[config.mk]
export PLATFORM = sky130hd
export DESIGN_NAME = lkfr_cell
export DESIGN_NICKNAME = d
export VERILOG_FILES = /design/src/rtl/core/lru_k_frame_replacer_assert.svh /design/src/rtl/core/lkfr_pkg.sv /design/src/rtl/core/lkfr_cell.sv
export SDC_FILE = /design/constraint.sdc
export NUM_CORES = 1
export LEC_CHECK = 0
export ABC_AREA = 0
export BUFFER_PORTS_ARGS = -buffer_cell sky130_fd_sc_hd__buf_2
export CORE_MARGIN = 10
export CORE_UTILIZATION = 53
export CTS_CLUSTER_SIZE = 20
export DETAILED_ROUTE_END_ITERATION = 8
export PLACE_DENSITY = 0.82
export SYNTH_ARGS = -nofsm -noshare
export SYNTH_HDL_FRONTEND = slang
export SYNTH_SLANG_ARGS = --single-unit
[constraint.sdc]
create_clock -name clk_i -period 5.77 [get_ports clk_i]
set_input_delay 1.154 -clock clk_i [delete_from_list [all_inputs] [get_ports clk_i]]
set_output_delay 1.154 -clock clk_i [all_outputs]
set_load 0.01 [all_outputs]
[src/rtl/core/lru_k_frame_replacer_assert.svh]
// Assertion macros shared by the frame replacer RTL.
// Needs clk_i and rst_ni in the scope of each use.
`ifndef LRU_K_FRAME_REPLACER_ASSERT_SVH
`define LRU_K_FRAME_REPLACER_ASSERT_SVH

// same-cycle implication
`define LKFR_ASSERT_NOW(label, ante, cons, msg) \
  label: assert property (@(posedge clk_i) disable iff (!rst_ni) (ante) |-> (cons)) \
    else $error(msg);

// next-cycle implication
`define LKFR_ASSERT_NEXT(label, ante, cons, msg) \
  label: assert property (@(posedge clk_i) disable iff (!rst_ni) (ante) |=> (cons)) \
    else $error(msg);

`endif

[src/rtl/core/lkfr_pkg.sv]
// Shared types and constants of the LRU-K frame replacer.
// No dependencies.
`timescale 1ns / 1ps
`default_nettype none
package lkfr_pkg;

  localparam int FRAME_COUNT_DEF = 64;
  localparam int CLOCK_WIDTH_DEF = 32;
  localparam int IDX_W_MAX       = 10;  // frame index width at the largest frame count
  localparam int FRAME_W         = 6;
  localparam int DEPTH_W         = 4;
  localparam int FIU_W           = 7;
  localparam int COUNT_OUT_W     = 7;
  localparam int CFG_IDX_W       = 2;
  localparam int CFG_DATA_W      = 7;

  typedef enum logic [1:0] {
    OP_ACCESS = 2'd0,
    OP_SET_EV = 2'd1,
    OP_REMOVE = 2'd2,
    OP_EVICT  = 2'd3
  } op_e;

  typedef enum logic [1:0] {
    ERR_NONE   = 2'd0,
    ERR_RANGE  = 2'd1,
    ERR_PINNED = 2'd2
  } err_e;

  localparam logic [CFG_IDX_W-1:0] REG_HISTORY_DEPTH = 2'd0;
  localparam logic [CFG_IDX_W-1:0] REG_FRAMES_IN_USE = 2'd1;

  // broadcast write to the cell row
  typedef struct packed {
    logic                 access;
    logic                 set_ev;
    logic                 remove;
    logic                 evict_clr;
    logic                 ev_val;
    logic [IDX_W_MAX-1:0] frame;
  } cmd_t;

  typedef struct packed {
    logic present;
    logic evictable;
  } status_t;

endpackage
`default_nettype wire

[src/rtl/core/lkfr_cell.sv]
// One frame of the replacer: its history state plus one stage of the victim search chain.
// Depends on lkfr_pkg.
`timescale 1ns / 1ps
`default_nettype none
module lkfr_cell #(
  parameter int FRAME_COUNT = lkfr_pkg::FRAME_COUNT_DEF,
  parameter int CLOCK_WIDTH = lkfr_pkg::CLOCK_WIDTH_DEF,
  parameter int INDEX       = 0,
  localparam int IW         = $clog2(FRAME_COUNT)
) (
  input  wire logic                    clk_i,
  input  wire logic                    rst_ni,
  input  wire lkfr_pkg::cmd_t          cmd_i,
  input  wire logic [lkfr_pkg::DEPTH_W-1:0] depth_i,
  input  wire logic [CLOCK_WIDTH-1:0]  clock_i,
  input  wire logic [CLOCK_WIDTH-1:0]  stamp_i,
  input  wire logic                    in_valid_i,
  input  wire logic                    in_hist_i,
  input  wire logic [CLOCK_WIDTH-1:0]  in_age_i,
  input  wire logic [IW-1:0]           in_idx_i,
  output logic                         out_valid_o,
  output logic                         out_hist_o,
  output logic [CLOCK_WIDTH-1:0]       out_age_o,
  output logic [IW-1:0]                out_idx_o,
  output lkfr_pkg::status_t            status_o
);
  import lkfr_pkg::*;

  logic                        present_q, present_d;
  logic                        ev_q, ev_d;
  logic [DEPTH_W-1:0]          cnt_q, cnt_d;
  logic [CLOCK_WIDTH-1:0]      last_q, last_d;
  logic                        hit;
  logic [DEPTH_W-1:0]          base_cnt;
  logic                        elig, own_hist, better;
  logic [CLOCK_WIDTH-1:0]      own_age;

  assign hit      = (cmd_i.frame == IDX_W_MAX'(INDEX));
  assign base_cnt = present_q ? cnt_q : '0;

  always_comb begin
    present_d = present_q;
    ev_d      = ev_q;
    cnt_d     = cnt_q;
    last_d    = last_q;
    if (hit && cmd_i.access) begin
      // absent frame comes back with a fresh history
      present_d = 1'b1;
      ev_d      = present_q ? ev_q : 1'b0;
      cnt_d     = (base_cnt < depth_i) ? base_cnt + DEPTH_W'(1) : base_cnt;
      last_d    = stamp_i;
    end else if (hit && cmd_i.set_ev && present_q) begin
      ev_d = cmd_i.ev_val;
    end else if (hit && cmd_i.remove) begin
      present_d = 1'b0;
      ev_d      = 1'b0;
      cnt_d     = '0;
    end else if (hit && cmd_i.evict_clr) begin
      ev_d  = 1'b0;
      cnt_d = '0;
    end
  end

  // history group outranks buffer group; ties keep the lower frame from upstream
  assign elig     = present_q && ev_q && (cnt_q != '0);
  assign own_hist = (cnt_q < depth_i);
  assign own_age  = clock_i - last_q;
  assign better   = elig && (!in_valid_i || (own_hist && !in_hist_i) ||
                             ((own_hist == in_hist_i) && (own_age > in_age_i)));

  always_ff @(posedge clk_i or negedge rst_ni) begin
    if (!rst_ni) begin
      present_q   <= 1'b1;
      ev_q        <= 1'b0;
      cnt_q       <= '0;
      last_q      <= '0;
      out_valid_o <= 1'b0;
    end else begin
      present_q   <= present_d;
      ev_q        <= ev_d;
      cnt_q       <= cnt_d;
      last_q      <= last_d;
      out_valid_o <= better || in_valid_i;
    end
  end

  always_ff @(posedge clk_i) begin
    out_hist_o <= better ? own_hist : in_hist_i;
    out_age_o  <= better ? own_age : in_age_i;
    out_idx_o  <= better ? IW'(INDEX) : in_idx_i;
  end

  assign status_o.present   = present_q;
  assign status_o.evictable = ev_q;

endmodule
`default_nettype wire

==> results by group, run 1 <==
Critical path
  • Worst Reg-to-Reg Cells: 19
  • Crit-path most repeated cell: inv_1
  • Crit path from: clock_i[0]
  • Crit-path max cell delay: around 550 ps
  • Critical path peak fanout: 7
  • Crit path arrival time: 5760 ps
  • Startpoint types: primary input
  • Worst-path cell chain: buf_2 -> inv_1 -> ha_1 -> inv_1 -> fa_1 -> a21o_1 -> a311o_1 -> a211o_1 -> nand4_1 -> a2111oi_0 -> a21oi_1 -> xnor2_1 -> ha_1 -> nand4_1 -> or2_1 -> or4_4 -> a21oi_1 -> a211oi_2 -> nor2_4 -> inv_1 -> a221o_1
  • FF-to-FF Start: last_q[0]$_DFFE_PN0P_
  • CP Capture Point: out_age_o[29]$_DFF_P_
  • Worst r2r dst: out_age_o[29]$_DFF_P_
  • Internal reg-to-reg setup slack: about 820 ps
  • Setup crit end kind: flip-flop
  • Req. time, crit path: approximately 6000 ps
  • Crit path kind: in2reg
  • CP max stage cell: or4_4

GRT
  • Grt met3 use: roughly 6.6%
  • Initial antenna violation count: 1
  • GR Util met1: roughly a quarter
  • Number of global-route vias before repair: 5432
  • Largest net degree at the start of global routing: just over 40
  • First-pass GRT wire length: 25600 um
  • Met2 GRT Util: 34.5%
  • GRT busiest layer: met2
  • Remaining global-route overflow: 0
  • GRT Total Usage: between 20% and 30%

Clock network
  • Clk sinks: a little under 80
  • CTS max path bufs: 2
  • Hold_buf cts: 0
  • Clk slew on worst S/H paths: approximately 80 ps
  • H-Tree Depth: 3
  • CTS tree: built
  • CTS root buffer: clkbuf_8
  • Clock latency on the worst-skew pair: between 300 and 400 ps
  • Cts bufs inserted: 9

Floorplanning
  • DIE AREA: 15100 um2
  • Num rows: 37
  • Die width: around 120 um
  • Die height: 123 um
  • Ports: between 150 and 200
  • Core Area: 10300 um2
  • Starting Density: a little over half

Final layout
  • Layout fillers: ~900
  • FF+latch area: around 1800 um2
  • Final-stage net count: 1055
  • Share of layout cells above drive strength 1: around 26%
  • Area growth, synth to finish: 23.0%
  • Final Util: 66.7%
  • Layout Cells excl Fill: 1000
  • Multi-input gate area: 3420 um2

Synthesis
  • Post-Syn Nets: around 880
  • Seq/Total Area, Yosys: 31.4%
  • Library cells used by synthesis: 62
  • Most frequent cells after synthesis: nand2_1, o21ai_0, inv_1
  • Largest cells by area after synthesis: dfrtp_1, ha_1, dfxtp_1
  • Synth Cell Area: ~5600 um2
  • Syn. warnings: 0
  • Area fraction of the dominant cell type after synthesis: between 10% and 20%
  • Syn_area_per_cell: slightly above 8 um2
  • #FFs+latches synth: 78
  • Cells after Synth: 685
  • Asr flop ratio synth: about 50%
  • Dominant synthesized flop cell: dfxtp_1
  • Top-count cell post-synth: nand2_1
  • Post-synth EDFFs: 0
  • Largest area contributor in the netlist: dfrtp_1

STA
  • Tmin final: between 5000 and 6000 ps
  • Fin Setup TNS: 0 ps
  • Slew headroom: around two fifths
  • Final setup violating endpoints: 0
  • Clk_skew: approximately 11 ps
  • RSZ-0062 raised after global routing: no
  • Final hold vios: 0
  • Fin crit share: approximately 96%
  • Tightest Pin Transition: 916 ps
  • Fmax: ~180 MHz
  • Slew Limit Fails: 0

Detailed routing
  • Via density: roughly 5.5
  • # DRC: 0
  • Routed wire per std cell: approximately 16 um
  • Total number of vias: between 5000 and 6000
  • Final WL: around 16000 um
  • Routed Antenna Nets: 0
  • Initial DRC count: 329
  • DRT Pass-1 Iters: 5

Status
  • Status: completed

Placement
  • Placed Cells: a little under 1000
  • Routability cong.: slightly below 1
  • Final HPWL DP: approximately 13000 um
  • PortBufs: 166

Hold path
  • Worst Hold Class: reg2reg

Pwr
  • PD cells: between 150 and 200 nW/um2
  • Leakage power: roughly 3.7 nW
  • Total Power: 1.26 mW
  • Max IR drop VDD: between 0.1 and 0.15 mV

Run
  • Max-cap violations: 0
==> cells by family (layout without fill, tap and decap cells) <==
kind of cell	Yosys count	count (layout)	share of synthesized area, %
adder cells (fa/ha/maj)	72	72	16.2
multiplexers	11	11	2.28
AND/OR/NAND/NOR	187	187	15.8
buffers and inverters	107	285	7.69
flip-flops	78	78	31.4
XOR/XNOR	27	27	4.22
other	0	1	0
AO/OA/AOI/OAI	203	203	22.3
==> area by class of cell <==
cell class / instances / area share, %
antenna: 1 / 0.0363
clock buffer: 15 / 2.42
clock inverter: 1 / 0.436
inverter: 80 / 4.36
multi-input combinational: 500 / 49.7
sequential: 78 / 25.5
tap: 136 / 2.47
timing repair buffer: 189 / 15.1
==> per-layer routing <==
metal	vias to the layer above	share of wire, %
li1	2735	-
met1	2478	42
met2	214	47
met3	33	9.1
met4	0	2.2
met5	-	0
==> state kept, by name (all words and copies together), names as in the netlist <==
name	flops
out_age_o	32
cnt_q	4
out_hist_o	1
out_valid_o	1
present_q	1
out_idx_o	6
ev_q	1
last_q	32
==> how the worst min path moves through the flow <==
| stage | cells past startpoint | endpoint | from | slack (ps) |
|---|---|---|---|---|
| 2_1_floorplan | 2 | last_q[0]$_DFFE_PN0P_ | last_q[0]$_DFFE_PN0P_ | 450 |
| 5_1_grt | 2 | last_q[0]$_DFFE_PN0P_ | last_q[0]$_DFFE_PN0P_ | 550 |
| 6_report | 2 | last_q[0]$_DFFE_PN0P_ | last_q[0]$_DFFE_PN0P_ | 490 |
| 3_3_place_gp | 2 | last_q[0]$_DFFE_PN0P_ | last_q[0]$_DFFE_PN0P_ | 470 |
| 4_1_cts | 2 | last_q[0]$_DFFE_PN0P_ | last_q[0]$_DFFE_PN0P_ | 500 |
| 3_5_place_dp | 2 | last_q[0]$_DFFE_PN0P_ | last_q[0]$_DFFE_PN0P_ | 480 |
==> through the flow <==
step                setup slack, ps  area (um2)  hold WS (ps)
floorplan                       359        5600           450
global placement               52.3        6650           475
detailed placement            -39.2        6650           477
CTS                             280        6850           497
global route                   3.56        6890           553
finish                          249        6890           492
==> critical path, delay by kind of cell <==
| kind | cells | cell delay (ps) |
|---|---|---|
| AOI/OAI and AO/OA | 8 | 1890 |
| xor gates and xnor gates | 1 | 130 |
| adders and majority gates | 3 | 870 |
| buffers and inverters | 4 | 380 |
| and+or+nand+nor | 5 | 1330 |
==> cells in the final DEF, fill, tap and decap left out, types with 12 or more instances in the layout <==
cell      netlist  final
o21ai_0        83     82
a21o_1         23     23
nor2b_1        12     12
nand4_1        15     15
inv_1          80     80
nor2_1         25     24
nand2_1        84     84
dfxtp_1        39     39
xnor2_1        17     17
a21oi_1        44     44
buf_2           5    166
ha_1           71     71
buf_4           2     20
dfrtp_1        38     38
nand2b_1       12     12
==> power by group <==
group / internal, mW / leakage (nW) / switching (mW)
Sequential: 0.563 / 0.716 / 0.00576
Combinational: 0.119 / 2.85 / 0.147
Clock: 0.225 / 0.0980 / 0.202
==> repair_timing <==
item | 4_1_cts | 5_1_grt
hold endpoints to repair | 0 | 0
setup buffers | 0 | 1
endpoints found under the setup margin | 0 | 8
resized for setup | 0 | 2
Note: power is estimated with default switching activity, not from simulation.
==> inputs of run 2 (changes only) <==
--- a/config.mk
+++ b/config.mk
@@ -7,11 +7,9 @@
 export LEC_CHECK = 0
 export ABC_AREA = 0
 export BUFFER_PORTS_ARGS = -buffer_cell sky130_fd_sc_hd__buf_2
-export CORE_MARGIN = 10
-export CORE_UTILIZATION = 53
+export CORE_UTILIZATION = 40
 export CTS_CLUSTER_SIZE = 20
 export DETAILED_ROUTE_END_ITERATION = 8
-export PLACE_DENSITY = 0.82
 export SYNTH_ARGS = -nofsm -noshare
 export SYNTH_HDL_FRONTEND = slang
 export SYNTH_SLANG_ARGS = --single-unit
==> run 2 against run 1 <==
Total power grew 18%. Highest routed layer unchanged. First-iteration DRC count is 7.9% lower. Wire length down 5.6%. Global-route usage up 1.3 points. Largest power group is now clock. Design area up 2.4%. Critical path type unchanged. Core utilization fell by 14 points.
==> results by group, run 2 (synthesis results as in run 1) <==
STA
  • Fin crit share: between 90% and 100%
  • Final setup violating endpoints: 0
  • Hold WS: roughly 500 ps
  • Slew headroom: 36.0%
  • Slew Limit Fails: 0
  • RSZ-0062 raised after global routing: no
  • Fmax: roughly 180 MHz
  • Tightest Pin Transition: approximately 960 ps
  • Final hold vios: 0
  • Tmin final: roughly 5500 ps
  • Clk_skew: about 7.3 ps
  • Worst Slack Setup Final: 249 ps

Placement
  • Placed Area: between 6000 and 7000 um2
  • Final HPWL DP: ~13000 um
  • PortBufs: ~170
  • Routability cong.: 0.934
  • Post-Place Setup Slack: -204 ps

Final layout
  • Final antenna diode count: 0
  • Area growth, synth to finish: 26.0%
  • Final-stage net count: 1055
  • Most common cell after layout, fill and taps aside: buf_2
  • Top Registers: last_q: 32 flops, out_age_o: 32 flops, out_idx_o: 6 flops
  • Final Util: 52.4%
  • Most frequent cells in the layout: buf_2, nand2_1, o21ai_0
  • Share of layout cells above drive strength 1: a little over a quarter
  • Design Area, Final: slightly above 7000 um2

Detailed routing
  • Final WL: roughly 15000 um
  • Initial DRC count: 303
  • Routed wire per std cell: 14.8 um
  • Via density: a little over 5
  • Routed Antenna Nets: 0
  • Total number of vias: between 5000 and 6000
  • DRT Pass-1 Iters: 5
  • # DRC: 0

Floorplanning
  • Num rows: 42
  • Die height: 120 um
  • Starting Density: a little over two fifths
  • DIE AREA: 14500 um2
  • Die width: 120 um
  • Ports: around 170
  • Core Area: 13500 um2

Clock network
  • H-Tree Depth: 3
  • CTS tree: built
  • CTS max path bufs: 2
  • CTS root buffer: clkbuf_16
  • Post_cts resized: 0
  • Hold_buf cts: 0
  • Cts bufs inserted: 9
  • Post-CTS Repair Setup Buffers: 0
  • Clk slew on worst S/H paths: roughly 60 ps
  • Clock latency on the worst-skew pair: about 340 ps
  • Clk sinks: 78

Critical path
  • Crit path arrival time: approximately 5800 ps
  • Critical path peak fanout: 22
  • Worst r2r dst: out_age_o[25]$_DFF_P_
  • FF-to-FF Start: last_q[0]$_DFFE_PN0P_
  • Crit path from: clock_i[0]
  • Setup crit end kind: flip-flop
  • Req. time, crit path: roughly 6000 ps
  • Crit path kind: in2reg
  • Worst Reg-to-Reg Cells: 20
  • Internal reg-to-reg setup slack: approximately 870 ps
  • Startpoint types: primary input
  • CP Capture Point: out_age_o[25]$_DFF_P_

GRT
  • Remaining global-route overflow: 0
  • GRT Total Usage: between 20 and 25%
  • Largest net degree at the start of global routing: 40
  • Number of global-route vias before repair: 5309
  • Initial antenna violation count: 0
  • First-pass GRT wire length: between 20000 and 30000 um

Pwr
  • Max IR drop VDD: between 0.1 and 0.15 mV
  • PD cells: approximately 210 nW/um2
  • Leakage power: approximately 3.7 nW

Hold path
  • Hold-critical path depth: 2
  • Worst Hold Class: reg2reg

Run
  • Max-cap violations: 0

Status
  • Status: completed
-- run 2: metrics by stage --
step / total power, mW / TNS [ps] / instances
CTS: 1.51 / 0 / 1039
global placement: 0.844 / -3950 / 1023
floorplan: 0.729 / 0 / 685
detailed placement: 0.846 / -3630 / 1023
finish: 1.49 / 0 / 1039
global route: 1.56 / 0 / 1039
-- run 2: layout make-up --
type,count,area (um2)
clock buffer,10,229
clock inverter,6,109
fill,1322,6400
inverter,80,300
multi-input combinational,500,3420
sequential,78,1760
tap,176,220
timing repair buffer,189,1020
-- run 2: metal layers --
layer / track usage (%) / up-vias / part of all wire, % / routed length [um]
met5: 0 / - / 0 / 0
met4: 7.56 / 0 / 1.6 / 243
met3: 3.40 / 15 / 5.5 / 852
met2: 37.4 / 161 / 47 / 7180
met1: 29.0 / 2445 / 46 / 7110
li1: - / 2733 / - / -
-- run 2: worst min-delay path by stage --
stage          slack, ps                   from                     to
2_1_floorplan        450  last_q[0]$_DFFE_PN0P_  last_q[0]$_DFFE_PN0P_
3_3_place_gp         470  last_q[0]$_DFFE_PN0P_  last_q[0]$_DFFE_PN0P_
3_5_place_dp         480  last_q[0]$_DFFE_PN0P_  last_q[0]$_DFFE_PN0P_
4_1_cts              490  last_q[0]$_DFFE_PN0P_  last_q[0]$_DFFE_PN0P_
5_1_grt              520  last_q[0]$_DFFE_PN0P_  last_q[0]$_DFFE_PN0P_
6_report             500  last_q[0]$_DFFE_PN0P_  last_q[0]$_DFFE_PN0P_
-- run 2: power breakdown --
part	switching, mW	total [mW]	internal, mW
clock network	0.231	0.654	0.423
registers	0.00604	0.570	0.564
logic	0.146	0.265	0.119
total	0.383	1.49	1.11
-- run 2: critical path: stages --
cell and delay (ps):
buf_2 100, inv_1 70, ha_1 170, inv_1 60, fa_1 400, a21o_1 200, a311o_1 390, a21oi_1 230
nor4_1 110, o21ai_1 270, a31oi_1 150, xor2_1 180, ha_1 310, nand4_1 120, or2_1 260, or4_4 560
o21a_1 230, o21ai_4 160, nor2_4 70, buf_12 170, o2111a_1 140, a221o_1 250
==> inputs of run 3 (changes only) <==
--- a/config.mk
+++ b/config.mk
@@ -10,6 +10,7 @@
 export CORE_UTILIZATION = 40
 export CTS_CLUSTER_SIZE = 20
 export DETAILED_ROUTE_END_ITERATION = 8
+export PLACE_DENSITY = 0.69
 export SYNTH_ARGS = -nofsm -noshare
 export SYNTH_HDL_FRONTEND = slang
 export SYNTH_SLANG_ARGS = --single-unit
==> run 3 against run 2 <==
Non-clock buffer count is 1 higher. First-iteration DRC count is 24% lower. Total power about the same. Clock skew is 6.7 ps higher. Wire length is 2.5% lower. Cell count hardly changed. Setup slack better by 15 ps. Worst hold slack gained 6.8 ps. Critical path type unchanged. Largest power group unchanged.
==> results by group, run 3 (synthesis results as in run 1) <==
Clock network
  • Post_cts resized: 0
  • Clock latency on the worst-skew pair: around 360 ps
  • Post-CTS Repair Setup Buffers: 0
  • Cts bufs inserted: 9
  • CTS tree: built
  • Clk slew on worst S/H paths: 60 ps
  • CTS root buffer: clkbuf_16
  • Hold_buf cts: 0
  • Clk sinks: 78
  • CTS max path bufs: 2
  • H-Tree Depth: 3

STA
  • Fin crit share: 95.4%
  • Slew headroom: around 36%
  • Tmin final: roughly 5500 ps
  • Clk_skew: between 10 and 15 ps
  • Tightest Pin Transition: between 900 and 1000 ps
  • Slew Limit Fails: 0
  • Hold WS: ~500 ps
  • Final setup violating endpoints: 0
  • Fmax: between 150 and 200 MHz
  • RSZ-0062 raised after global routing: no
  • Worst Slack Setup Final: 263 ps
  • Final hold vios: 0

Floorplanning
  • Num rows: 42
  • Starting Density: approximately two fifths
  • DIE AREA: between 10000 and 15000 um2
  • Die height: approximately 120 um
  • Ports: 167
  • Die width: 120 um
  • Core Area: around 13000 um2

Placement
  • PortBufs: 166
  • Routability cong.: around 0.9
  • Final HPWL DP: 12200 um
  • Post-Place Setup Slack: -91.6 ps
  • Placed Cells: 1024

Critical path
  • Setup crit end kind: flip-flop
  • Crit path arrival time: roughly 5700 ps
  • Crit path kind: in2reg
  • Startpoint types: primary input
  • Critical path peak fanout: 18
  • Req. time, crit path: around 6000 ps

Final layout
  • Top Registers: last_q: 32 flops, out_age_o: 32 flops, out_idx_o: 6 flops
  • Final antenna diode count: 0
  • Layout fillers: 1351
  • Area growth, synth to finish: 26.3%
  • Most frequent cells in the layout: buf_2, nand2_1, o21ai_0
  • Share of layout cells above drive strength 1: between 20% and 30%
  • Final-stage net count: approximately 1100
  • Final Util: between 50 and 60%
  • Layout Cells excl Fill: between 1000 and 1500
  • Most common cell after layout, fill and taps aside: buf_2

GRT
  • Remaining global-route overflow: 0
  • GRT Total Usage: between 20% and 30%
  • First-pass GRT wire length: roughly 25000 um
  • Largest net degree at the start of global routing: 42
  • Number of global-route vias before repair: 5192
  • Initial antenna violation count: 0

Pwr
  • PD cells: 210 nW/um2
  • Max IR drop VDD: 0.153 mV
  • Leakage power: 3.73 nW

Detailed routing
  • Via density: roughly 5.1
  • # DRC: 0
  • Initial DRC count: between 200 and 250
  • Total number of vias: 5267
  • Routed Antenna Nets: 0
  • Routed wire per std cell: roughly 14 um
  • Final WL: 15000 um
  • DRT Pass-1 Iters: 5

Status
  • Status: completed

Run
  • Max-cap violations: 0

Hold path
  • Worst Hold Class: reg2reg
[run 3: changes by cell type in the layout (fill, tap and decap cells not counted)]
cell / change
o21ai_0: +1
o21ai_1: -1
clkinv_1: +2
buf_12: +1
clkbuf_1: -1
clkinv_2: -1
[run 3: through the flow]
step | TNS, ps | total power [mW] | instance area (um2)
final | 0 | 1.49 | 7070
after global routing | 0 | 1.56 | 7070
after CTS | 0 | 1.50 | 7070
after detailed placement | -847 | 0.844 | 6740
after global placement | -188 | 0.843 | 6740
after floorplan | 0 | 0.729 | 5600
[run 3: final cells by class]
cell class,instances,area [um2],area share [%]
Multi-Input combinational cell,500,3420,48.4
Sequential cell,78,1760,24.8
Timing Repair Buffer,190,1040,14.6
Inverter,80,300,4.24
Clock buffer,9,225,3.18
Tap cell,176,220,3.11
Clock inverter,7,111,1.57
[run 3: power by group]
group | internal (mW) | total [mW] | switching, mW
Sequential | 0.564 | 0.570 | 0.00631
Combinational | 0.119 | 0.262 | 0.144
Clock | 0.420 | 0.656 | 0.235
[run 3: routing by layer]
layer  vias to the layer above  wire (um)  track usage [%]
li1                       2733          -                -
met1                      2347       6880             27.4
met2                       162       6900             36.1
met3                        25        827             4.29
met4                         0        380             8.64
met5                         -          0                0
[run 3: worst paths after layout]
check	from	to	slack, ps	cells past startpoint
max	clock_i[0]	out_age_o[13]$_DFF_P_	260	21
min	last_q[31]$_DFFE_PN0P_	last_q[31]$_DFFE_PN0P_	500	2
max reg2reg	last_q[0]$_DFFE_PN0P_	out_age_o[13]$_DFF_P_	830	19
min reg2reg	last_q[31]$_DFFE_PN0P_	last_q[31]$_DFFE_PN0P_	500	2
max in group asynchronous	rst_ni	last_q[19]$_DFFE_PN0P_	4210	1
min in group asynchronous	rst_ni	out_valid_o$_DFF_PN0_	960	1
[run 3: worst max-delay path, cell delays in order]
cell,delay (ps)
buf_2,110
inv_1,50
ha_1,140
inv_1,50
fa_1,400
a21o_1,200
a311o_1,390
a21oi_1,210
nor4_1,100
o21ai_0,340
a31oi_1,150
xor2_1,180
ha_1,290
nand4_1,110
or2_1,270
or4_4,560
nor2_1,140
a211oi_2,110
nor2_4,220
buf_12,190
mux2_2,350
